$ cat config.mk
export PLATFORM = sky130hd
export DESIGN_NAME = frame_skip_pacer
export DESIGN_NICKNAME = d
export VERILOG_FILES = /design/src/rtl/fsp_pkg.sv /design/src/rtl/frame_skip_pacer.sv
export SDC_FILE = /design/constraint.sdc
export NUM_CORES = 2
export LEC_CHECK = 0
export ABC_AREA = 1
export ABC_CLOCK_PERIOD_IN_PS = 5800
export BUFFER_PORTS_ARGS = -buffer_cell sky130_fd_sc_hd__buf_4
export CORE_MARGIN = 3
export CORE_UTILIZATION = 41
export CTS_CLUSTER_DIAMETER = 40
export DETAILED_ROUTE_END_ITERATION = 10
export PLACE_DENSITY = 0.52
export SYNTH_ARGS = -nofsm -noshare
export SYNTH_HDL_FRONTEND = slang
export SYNTH_SLANG_ARGS = --single-unit
$ cat constraint.sdc
create_clock -name clk -period 5.8 [get_ports clk]
set_input_delay 1.16 -clock clk [delete_from_list [all_inputs] [get_ports clk]]
set_output_delay 1.16 -clock clk [all_outputs]
set_load 0.05 [all_outputs]
$ cat src/rtl/fsp_pkg.sv
// ----------------------------------------------------------------------------
// frame skip pacer package
// widths, codes, reset values and sequencer states shared by the pacer
// ----------------------------------------------------------------------------
package fsp_pkg;

    localparam int DEF_FINE_TICK_BITS = 48;
    localparam int DEF_MS_TICK_BITS   = 32;

    localparam int TICKS_BITS    = 30;
    localparam int FPS_BITS      = 10;
    localparam int CFG_IDX_BITS  = 3;
    localparam int CFG_DATA_BITS = TICKS_BITS;
    localparam int REQ_BITS      = 2;

    // ticks_per_ms * 1000 fits in 40 bits, the period times 100 in 47
    localparam int DIVIDEND_BITS = 40;
    localparam int TPF100_BITS   = 47;
    localparam int DIV_CNT_BITS  = $clog2(DIVIDEND_BITS);

    localparam int MS_PER_SEC        = 1000;
    localparam int CLAMP_FRAMES      = 100;
    localparam int RENDER_OVERDUE_MS = 5000;

    localparam logic [TICKS_BITS-1:0] RST_TICKS_PER_MS = TICKS_BITS'(1000);
    localparam logic [FPS_BITS-1:0]   RST_MAX_FPS      = FPS_BITS'(40);
    localparam logic [FPS_BITS-1:0]   RST_MIN_FPS      = FPS_BITS'(10);
    localparam logic                  RST_RENDER_ONLY  = 1'b1;
    localparam logic                  RST_FIXED_FRAME  = 1'b1;

    localparam logic [REQ_BITS-1:0] REQ_CHECK  = 2'd0;
    localparam logic [REQ_BITS-1:0] REQ_RESYNC = 2'd1;
    localparam logic [REQ_BITS-1:0] REQ_REBASE = 2'd2;

    localparam logic [CFG_IDX_BITS-1:0] CFG_TICKS_PER_MS = 3'd0;
    localparam logic [CFG_IDX_BITS-1:0] CFG_MAX_FPS      = 3'd1;
    localparam logic [CFG_IDX_BITS-1:0] CFG_MIN_FPS      = 3'd2;
    localparam logic [CFG_IDX_BITS-1:0] CFG_RENDER_ONLY  = 3'd3;
    localparam logic [CFG_IDX_BITS-1:0] CFG_FIXED_FRAME  = 3'd4;

    typedef enum logic [3:0] {
        ST_IDLE,
        ST_DIV,
        ST_TPF_SCALE,
        ST_CLAMP,
        ST_DECIDE,
        ST_STEP_MIN,
        ST_ADVANCE,
        ST_RENDER,
        ST_DONE
    } fsp_state_t;

    function automatic logic [FPS_BITS-1:0] fps_or_one(input logic [FPS_BITS-1:0] fps);
        fps_or_one = (fps == '0) ? FPS_BITS'(1) : fps;
    endfunction

endpackage

$ cat src/rtl/frame_skip_pacer.sv
// ----------------------------------------------------------------------------
// frame skip pacer
// decides per game loop pass whether to move and whether to render, pacing
// frames against a fine counter with a shared bit-serial period divider
// ----------------------------------------------------------------------------
//  channel | handshake            | payload
//  --------+----------------------+-----------------------------------
//  req     | req_valid, req_stall | req_type, fine_tick, ms_tick
//  rsp     | rsp_valid, rsp_stall | do_move, do_render, pass_ms
//  cfg     | cfg_valid, cfg_ready | cfg_index, cfg_data
//
//  a check item runs through the divider, tpf scale, clamp and decide states; a
//  due frame goes on through advance and render, in variable mode after a second
//  division and the step-min state; the restoring divider gives one quotient bit
//  a cycle for a 40-bit quotient; resync, rebase and unused items go to done
//  one item at a time; req_stall is high from acceptance until the result is
//  loaded into the output register, which waits while rsp_stall holds it
//  reset restores the register defaults and clears the frame state
// ----------------------------------------------------------------------------
module frame_skip_pacer #(
    parameter int FINE_TICK_BITS = fsp_pkg::DEF_FINE_TICK_BITS,
    parameter int MS_TICK_BITS   = fsp_pkg::DEF_MS_TICK_BITS
) (
    input  logic                               clk,
    input  logic                               rst_n,
    input  logic                               req_valid,
    output logic                               req_stall,
    input  logic [fsp_pkg::REQ_BITS-1:0]       req_type,
    input  logic [FINE_TICK_BITS-1:0]          fine_tick,
    input  logic [MS_TICK_BITS-1:0]            ms_tick,
    output logic                               rsp_valid,
    input  logic                               rsp_stall,
    output logic                               do_move,
    output logic                               do_render,
    output logic [MS_TICK_BITS-1:0]            pass_ms,
    input  logic                               cfg_valid,
    output logic                               cfg_ready,
    input  logic [fsp_pkg::CFG_IDX_BITS-1:0]   cfg_index,
    input  logic [fsp_pkg::CFG_DATA_BITS-1:0]  cfg_data
);
    import fsp_pkg::*;

    localparam int F = FINE_TICK_BITS;
    localparam int M = MS_TICK_BITS;
    localparam int CMP_BITS = (F > TPF100_BITS) ? F : TPF100_BITS;

    fsp_state_t state_reg, state_next;

    logic [TICKS_BITS-1:0] ticks_per_ms_reg;
    logic [FPS_BITS-1:0]   max_fps_reg;
    logic [FPS_BITS-1:0]   min_fps_reg;
    logic                  render_only_reg;
    logic                  fixed_frame_reg;

    logic [F-1:0] base_reg, base_next;
    logic [M-1:0] last_move_reg, last_move_next;
    logic [M-1:0] last_render_reg, last_render_next;
    logic         seen_reg, seen_next;

    logic [REQ_BITS-1:0] req_reg, req_next;
    logic [F-1:0]        cur_reg, cur_next;
    logic [M-1:0]        ms_reg, ms_next;

    logic [DIVIDEND_BITS-1:0] quo_reg, quo_next;
    logic [FPS_BITS-1:0]      rem_reg, rem_next;
    logic [FPS_BITS-1:0]      den_reg, den_next;
    logic [DIV_CNT_BITS-1:0]  cnt_reg, cnt_next;
    logic                     sel_min_reg, sel_min_next;

    logic [DIVIDEND_BITS-1:0] tpf_reg, tpf_next;
    logic [TPF100_BITS-1:0]   tpf100_reg, tpf100_next;
    logic [CMP_BITS-1:0]      elapsed_reg, elapsed_next;
    logic [F-1:0]             step_reg, step_next;

    logic         mv_reg, mv_next;
    logic         rd_reg, rd_next;
    logic [M-1:0] pass_reg, pass_next;

    logic         rsp_valid_reg, rsp_valid_next;
    logic         do_move_reg, do_move_next;
    logic         do_render_reg, do_render_next;
    logic [M-1:0] pass_ms_reg, pass_ms_next;

    logic [DIVIDEND_BITS-1:0] dividend;
    logic [FPS_BITS:0]        rem_shift;
    logic [FPS_BITS-1:0]      min_sel;
    logic [F-1:0]             fine_diff;
    logic [M-1:0]             render_gap;

    assign req_stall = (state_reg != ST_IDLE);
    assign cfg_ready = 1'b1;
    assign rsp_valid = rsp_valid_reg;
    assign do_move   = do_move_reg;
    assign do_render = do_render_reg;
    assign pass_ms   = pass_ms_reg;

    assign dividend   = DIVIDEND_BITS'({{(DIVIDEND_BITS-TICKS_BITS){1'b0}}, ticks_per_ms_reg}
                        * DIVIDEND_BITS'(MS_PER_SEC));
    assign rem_shift  = {rem_reg, quo_reg[DIVIDEND_BITS-1]};
    assign min_sel    = (min_fps_reg != '0) ? min_fps_reg : max_fps_reg;
    assign fine_diff  = cur_reg - base_reg;
    assign render_gap = ms_reg - last_render_reg;

    // configuration registers
    always_ff @(posedge clk or negedge rst_n)
    begin
        if (!rst_n)
        begin
            ticks_per_ms_reg <= RST_TICKS_PER_MS;
            max_fps_reg      <= RST_MAX_FPS;
            min_fps_reg      <= RST_MIN_FPS;
            render_only_reg  <= RST_RENDER_ONLY;
            fixed_frame_reg  <= RST_FIXED_FRAME;
        end
        else if (cfg_valid && cfg_ready)
        begin
            unique case (cfg_index)
                CFG_TICKS_PER_MS: ticks_per_ms_reg <= cfg_data[TICKS_BITS-1:0];
                CFG_MAX_FPS:      max_fps_reg      <= cfg_data[FPS_BITS-1:0];
                CFG_MIN_FPS:      min_fps_reg      <= cfg_data[FPS_BITS-1:0];
                CFG_RENDER_ONLY:  render_only_reg  <= cfg_data[0];
                CFG_FIXED_FRAME:  fixed_frame_reg  <= cfg_data[0];
                default:          ;
            endcase
        end
    end

    // state register and control
    always_ff @(posedge clk or negedge rst_n)
    begin
        if (!rst_n)
        begin
            state_reg       <= ST_IDLE;
            base_reg        <= '0;
            last_move_reg   <= '0;
            last_render_reg <= '0;
            seen_reg        <= 1'b0;
            rsp_valid_reg   <= 1'b0;
            cnt_reg         <= '0;
            sel_min_reg     <= 1'b0;
        end
        else
        begin
            state_reg       <= state_next;
            base_reg        <= base_next;
            last_move_reg   <= last_move_next;
            last_render_reg <= last_render_next;
            seen_reg        <= seen_next;
            rsp_valid_reg   <= rsp_valid_next;
            cnt_reg         <= cnt_next;
            sel_min_reg     <= sel_min_next;
        end
    end

    // datapath registers
    always_ff @(posedge clk)
    begin
        req_reg       <= req_next;
        cur_reg       <= cur_next;
        ms_reg        <= ms_next;
        quo_reg       <= quo_next;
        rem_reg       <= rem_next;
        den_reg       <= den_next;
        tpf_reg       <= tpf_next;
        tpf100_reg    <= tpf100_next;
        elapsed_reg   <= elapsed_next;
        step_reg      <= step_next;
        mv_reg        <= mv_next;
        rd_reg        <= rd_next;
        pass_reg      <= pass_next;
        do_move_reg   <= do_move_next;
        do_render_reg <= do_render_next;
        pass_ms_reg   <= pass_ms_next;
    end

    always_comb
    begin
        state_next       = state_reg;
        base_next        = base_reg;
        last_move_next   = last_move_reg;
        last_render_next = last_render_reg;
        seen_next        = seen_reg;
        req_next         = req_reg;
        cur_next         = cur_reg;
        ms_next          = ms_reg;
        quo_next         = quo_reg;
        rem_next         = rem_reg;
        den_next         = den_reg;
        cnt_next         = cnt_reg;
        sel_min_next     = sel_min_reg;
        tpf_next         = tpf_reg;
        tpf100_next      = tpf100_reg;
        elapsed_next     = elapsed_reg;
        step_next        = step_reg;
        mv_next          = mv_reg;
        rd_next          = rd_reg;
        pass_next        = pass_reg;
        do_move_next     = do_move_reg;
        do_render_next   = do_render_reg;
        pass_ms_next     = pass_ms_reg;
        rsp_valid_next   = rsp_valid_reg && rsp_stall;

        unique case (state_reg)
            ST_IDLE:
            begin
                if (req_valid)
                begin
                    req_next   = req_type;
                    cur_next   = fine_tick;
                    ms_next    = ms_tick;
                    mv_next    = 1'b0;
                    rd_next    = 1'b0;
                    pass_next  = '0;
                    state_next = ST_DONE;
                    case (req_type)
                        REQ_RESYNC:
                        begin
                            base_next      = fine_tick;
                            last_move_next = ms_tick;
                        end
                        REQ_REBASE:
                        begin
                            base_next = fine_tick;
                        end
                        REQ_CHECK:
                        begin
                            quo_next     = dividend;
                            rem_next     = '0;
                            den_next     = fps_or_one(max_fps_reg);
                            cnt_next     = '0;
                            sel_min_next = 1'b0;
                            state_next   = ST_DIV;
                        end
                        default: ;
                    endcase
                end
            end

            // restoring division, one quotient bit a cycle
            ST_DIV:
            begin
                if (rem_shift >= {1'b0, den_reg})
                begin
                    rem_next = FPS_BITS'(rem_shift - {1'b0, den_reg});
                    quo_next = {quo_reg[DIVIDEND_BITS-2:0], 1'b1};
                end
                else
                begin
                    rem_next = rem_shift[FPS_BITS-1:0];
                    quo_next = {quo_reg[DIVIDEND_BITS-2:0], 1'b0};
                end
                cnt_next = cnt_reg + DIV_CNT_BITS'(1);
                if (cnt_reg == DIV_CNT_BITS'(DIVIDEND_BITS - 1))
                begin
                    cnt_next   = '0;
                    state_next = sel_min_reg ? ST_STEP_MIN : ST_TPF_SCALE;
                end
            end

            ST_TPF_SCALE:
            begin
                tpf_next     = quo_reg;
                tpf100_next  = TPF100_BITS'({{(TPF100_BITS-DIVIDEND_BITS){1'b0}}, quo_reg}
                               * TPF100_BITS'(CLAMP_FRAMES));
                elapsed_next = CMP_BITS'(fine_diff);
                state_next   = ST_CLAMP;
            end

            // too far behind: pretend exactly one frame has passed
            ST_CLAMP:
            begin
                if (elapsed_reg > CMP_BITS'(tpf100_reg))
                begin
                    elapsed_next = CMP_BITS'(tpf_reg);
                    base_next    = cur_reg - F'(tpf_reg);
                end
                state_next = ST_DECIDE;
            end

            ST_DECIDE:
            begin
                if (elapsed_reg >= CMP_BITS'(tpf_reg))
                begin
                    if (fixed_frame_reg)
                    begin
                        step_next  = F'(tpf_reg);
                        state_next = ST_ADVANCE;
                    end
                    else
                    begin
                        quo_next     = dividend;
                        rem_next     = '0;
                        den_next     = fps_or_one(min_sel);
                        cnt_next     = '0;
                        sel_min_next = 1'b1;
                        state_next   = ST_DIV;
                    end
                end
                else
                begin
                    if (render_only_reg)
                    begin
                        pass_next        = M'(1);
                        last_render_next = ms_reg;
                        rd_next          = 1'b1;
                        mv_next          = !seen_reg;
                    end
                    state_next = ST_DONE;
                end
            end

            // variable mode: elapsed time capped at the minimum-rate period
            ST_STEP_MIN:
            begin
                if (elapsed_reg < CMP_BITS'(quo_reg))
                    step_next = F'(elapsed_reg);
                else
                    step_next = F'(quo_reg);
                state_next = ST_ADVANCE;
            end

            ST_ADVANCE:
            begin
                base_next      = base_reg + step_reg;
                seen_next      = 1'b1;
                pass_next      = ms_reg - last_move_reg;
                last_move_next = ms_reg;
                mv_next        = 1'b1;
                state_next     = ST_RENDER;
            end

            ST_RENDER:
            begin
                if ((CMP_BITS'(fine_diff) <= CMP_BITS'(tpf_reg))
                    || (render_gap > M'(RENDER_OVERDUE_MS)))
                begin
                    last_render_next = ms_reg;
                    rd_next          = 1'b1;
                end
                state_next = ST_DONE;
            end

            ST_DONE:
            begin
                if (!rsp_valid_reg || !rsp_stall)
                begin
                    rsp_valid_next = 1'b1;
                    do_move_next   = mv_reg;
                    do_render_next = rd_reg;
                    pass_ms_next   = pass_reg;
                    state_next     = ST_IDLE;
                end
            end

            default:
            begin
                state_next = ST_IDLE;
            end
        endcase
    end

endmodule

# [Word level (Yosys, flattened, before mapping)]
# Cells that the tools add are included.
[word_totals] ff_bits=566 input_bits=120 out_inout_bits=37 elab_cells=181
[op_classes] n_addsub=7 mul=2 order_cmp=6 eq_ne=28 mux=70 reduce_logical=40
[op_table] operator="48-bit 2-to-1 mux" n=7
[op_table] operator="32-bit 2-to-1 mux" n=8
[op_table] operator="48-bit one-hot mux with 2 select lines" n=2
[op_table] operator="40-bit 2-to-1 mux" n=4
[op_table] operator="48-bit one-hot mux with 3 select lines" n=1
[op_table] operator="32-bit one-hot mux with 2 select lines" n=2
[op_table] operator="10-bit 2-to-1 mux" n=12
[op_table] operator="40-bit one-hot mux with 3 select lines" n=1
[op_table] operator="32-bit one-hot mux with 3 select lines" n=1
[op_table] operator="32-bit subtractor" n=2
[op_table] operator="48-bit adder" n=1
[op_table] operator="48-bit by 40-bit greater-or-equal comparator with 1-bit output" n=1
[op_table] operator="48-bit by 47-bit greater-than comparator with 1-bit output" n=1
[op_table] operator="48-bit by 40-bit less-or-equal comparator with 1-bit output" n=1
[op_table] operator="48-bit by 40-bit < comparator with 1-bit output" n=1
[op_table] operator="48-bit by 40-bit subtractor with 48-bit output" n=1
[op_table] operator="48-bit subtractor" n=1
[op_table] operator="40-bit by 5-bit multiplier with 45-bit output, second input constant" n=1
[op_table] operator="30-bit by 7-bit multiplier with 37-bit output, second input constant" n=1
[op_table] operator="4-bit one-hot mux with 9 select lines" n=1
[op_table] operator="32-bit by 13-bit greater-than comparator with 1-bit output, second input constant" n=1
[op_table] operator="6-bit 2-to-1 mux" n=5
[op_table] operator="10-bit one-hot mux with 3 select lines" n=1
[op_table] operator="2-bit != test, second input constant" n=11
[op_table] operator="37 further kinds" n=85

# [Longest topological paths before layout]
[logic_depth] ltp_word=7 mapped_depth=34 mapped_depth_nobuf=33

# [Least setup slack after synthesis]
# OpenSTA, ideal clock, no wires.
[synth_timing] path_kind="in2reg" startpoint="input req_valid" endpoint="register cur_reg[0], enable pin" setup_time_ns=0.519 arrival_ns=4.509 setup_slack_ns=0.772 stages=2 cell_sequence="inv_1 > nor2_1"
[synth_via] elab_chain_cells=1
[synth_lines] item="start: declaration" line="frame_skip_pacer.sv:26" text="input logic req_valid,"
[synth_lines] item="2-bit AND reduction (no line)"
[synth_lines] item="end signal: assignment" line="frame_skip_pacer.sv:159" text="cur_reg <= cur_next;"
[synth_lines] item="end: declaration" line="frame_skip_pacer.sv:61" text="logic [F-1:0] cur_reg, cur_next;"
# No other way between the ends.
# A chain may end at the register's enable or synchronous reset.

# [Worst setup path after layout]
[layout_timing] startpoint="register cur_reg[8]" endpoint="register last_render_reg[30]"
[layout_via] elab_chain_cells=5
[layout_lines] item="48-bit subtractor" line="frame_skip_pacer.sv:101" text="assign fine_diff = cur_reg - base_reg;"
[layout_lines] item="48-bit by 40-bit less-or-equal comparator with 1-bit output" line="frame_skip_pacer.sv:334" text="if ((CMP_BITS'(fine_diff) <= CMP_BITS'(tpf_reg))"
[layout_lines] item="1-bit logical OR" line="frame_skip_pacer.sv:335" text="|| (render_gap > M'(RENDER_OVERDUE_MS)))"
[layout_lines] item="2-bit != test (no line)"
[layout_lines] item="4-bit AND reduction (no line)"
[layout_lines] item="end signal: assignment" line="frame_skip_pacer.sv:147" text="last_render_reg <= last_render_next;"
[layout_lines] item="end: declaration" line="frame_skip_pacer.sv:57" text="logic [M-1:0] last_render_reg, last_render_next;"
# No other way between the ends.

==> qor.txt <==
HPWL after DPL = 138,000 um
top cells by area, synth = edfxtp_1, ha_1, nand2_1
area of the multi-input gates = 28,900 sq um
sequential-to-total area share from yosys stat = 32.7%
post-placement cell area = 52,200 sq um
synth unique cells = 62
number of enable flip-flop cells after synthesis = 386
cell count after synthesis = 6,245
Tmin final = 5.34 ns
post-synthesis mux area share = 0.413%
RSZ-0062 raised after global routing = no
largest family of logic cells by synthesized area = adder cells
Storage cell area = 16,000 sq um
share of cells above drive strength 1 = 8.58%
vias in the first global route = 41,700
Leakage = 0.0267 uW
Crit path largest cell delay = 0.54 ns
MaxCap Viol Count = 0
largest net degree at the start of global routing = 119
DR WL/cell = 20.7 um
Final ANT Viol Nets = 0
vias = 43,200
num rows = 126
Max-Slew Margin vs Limit = 24.2%
highest-count cells in the layout ignoring fill and taps = nand2_1, inv_1, ha_1, a21oi_1, o21ai_0
TritonRoute pass-1 iters = 6
Worst EP required = 6.38 ns
worst-path maximum fanout = 33
Least-Margin Pin Slew = 1.12 ns
CTS root buf = clkbuf_16
Synth Area in Adders = 20.9%
final net count = 7,300
buffers added on ports = 155
Period Utilization, post-route = 92.1%
CTS clk-pin slew, worst paths = 0.05 ns
xor and xnor fraction of the mapped netlist area = 2.21%
gr usage total = 26.7%
Worst Setup End Kind = register
CTS Buf Count = 110
commonest register cell after synthesis = edfxtp_1
CORE AREA = 118,000 sq um
number of synthesis warnings = 0
Synth top area share = 23.6%
Pwr Total = 37,400 uW
# IOs = 157
area grow syn2layout = 14.4%
area of the die = 124,000 sq um
worst vdd ir = 674 uV
Slew Limit Fails = 0
Critical Path Source Type = register
power density cells = 666 nW/um^2
Worst Path Class, Setup = register to register
Arr. time, crit path = 5.93 ns
initial antenna violation count = 7
Die Width = 352 um
first-pass GRT wire length = 254,000 um
Hold WC Path Type = primary input to asynchronous set/reset pin
height of the chip = 352 um
Final GP Congestion = 0.951
Compound-Gate Fraction of Synth Area = 14.6%
status = finished, final reports clean
Layout Skew = 0.0466 ns
ys async rst share = 31.4%
CP dominant cell by count = nand2_1
clock buffer depth = 3
mapped cell area = 49,100 sq um
drt total wl = 169,000 um
Yosys reg bits = 563
# DRC = 0
H-tree Lvls = 3
start point of the critical path = cur_reg[8]$_DFFE_PP_
vias per cell = 5.29
pre-CTS setup slack = 0.380 ns
Synth Area per Inst = 7.86 sq um
final hold violations = 0
R2R Path Start = cur_reg[8]$_DFFE_PP_
drt first-iter violations = 3,236
critical path's slowest cell = nor4_1
fin area = 56,200 sq um
CTS tree = done
clk_lat worst skew = 0.73 ns
fmax = 187 MHz
setup ws final = 0.457 ns
Sum Neg Setup Slack = 0 ns
Yosys top cell by area = edfxtp_1
setup violators final = 0
most common cell after layout, fill and taps aside = nand2_1
# fillers = 11,900
Synth Area in Simple Gates = 20.6%
clock sinks = 563
initial core utilization = 41.5%
total grt overflow = 0
through the flow:
step | utilization [%] | cells | hold WS (ns)
after detailed placement | 44.1 | 7939 | 0.405
after global routing | 47.4 | 8154 | 0.413
after global placement | 44.1 | 7939 | 0.401
after floorplan | - | 6252 | 0.400
final | 47.4 | 8159 | 0.405
after CTS | 47.4 | 8149 | 0.396
per-layer routing:
| layer | part of all wire [%] | track usage, % | vias up |
|---|---|---|---|
| met2 | 44 | 41.3 | 1141 |
| met4 | 3.0 | 7.87 | 0 |
| li1 | - | - | 21400 |
| met1 | 47 | 38.3 | 20500 |
| met3 | 5.9 | 4.21 | 227 |
| met5 | 0 | 0 | - |
critical path, delay by kind of cell (launching register included):
kind | cells | cell delay [ns]
xor gates and xnor gates | 1 | 0.08
DFF | 1 | 0.45
adders and majority gates | 2 | 0.79
AOI/OAI and AO/OA | 2 | 0.60
and+or+nand+nor | 19 | 3.04
buffers and inverters | 2 | 0.21
cells in the mapped netlist (all sizes together) (29+ instances only):
cell and n:
nand4 70, nor2 502, inv 997, nand2 1379, nor4 29, xor2 77
nor3 44, ha 578, or2 51, nand3 281, fa 151, a21oi 528
a21o 31, xnor2 47, a31oi 91, edfxtp 386, clkbuf 86, o21ai 515
dfrtp 165
power by group:
group,leakage [uW],total [uW],internal (uW),switching [uW]
combinational,0.0191,24200,8930,15300
sequential,0.00568,6410,5830,580
clock,0.00188,6740,4280,2460
final cells by class:
class	count	share of cell area [%]
inverter	1001	6.69
sequential	563	28.6
timing repair buffer	191	2.61
multi-input combinational	4584	51.5
clock inverter	81	1.83
clock buffer	129	5.16
antenna	10	0.0446
tap	1600	3.57
logic make-up (layout without fill, tap and decap cells):
group,Yosys count,after routing
compound gates,1310,1310
mux,18,18
simple gates,2394,2394
xor+xnor,124,124
fa+ha+maj,729,729
flops,563,563
buf+inv,1105,1402
other cells,2,19
worst paths after layout:
kind | to | slack, ns | depth (start not counted)
min reg2reg | pass_ms[1]$_DFFE_PP_ | 0.41 | 0
max reg2reg | last_render_reg[30]$_DFFE_PN0P_ | 0.46 | 26
min | last_render_reg[29]$_DFFE_PN0P_ | 0.41 | 1
max in group asynchronous | base_reg[10]$_DFFE_PN0P_ | 4.20 | 2
min in group clk | pass_ms[1]$_DFFE_PP_ | 0.41 | 0
max | last_render_reg[30]$_DFFE_PN0P_ | 0.46 | 26
repair_timing:
action,in CTS,in global routing
hold buffers,0,0
endpoints found under the hold margin,0,0
setup buffers,0,0
resized for setup,0,1
endpoints found under the setup margin,0,2
No activity file was read; power rests on OpenSTA's default activity.
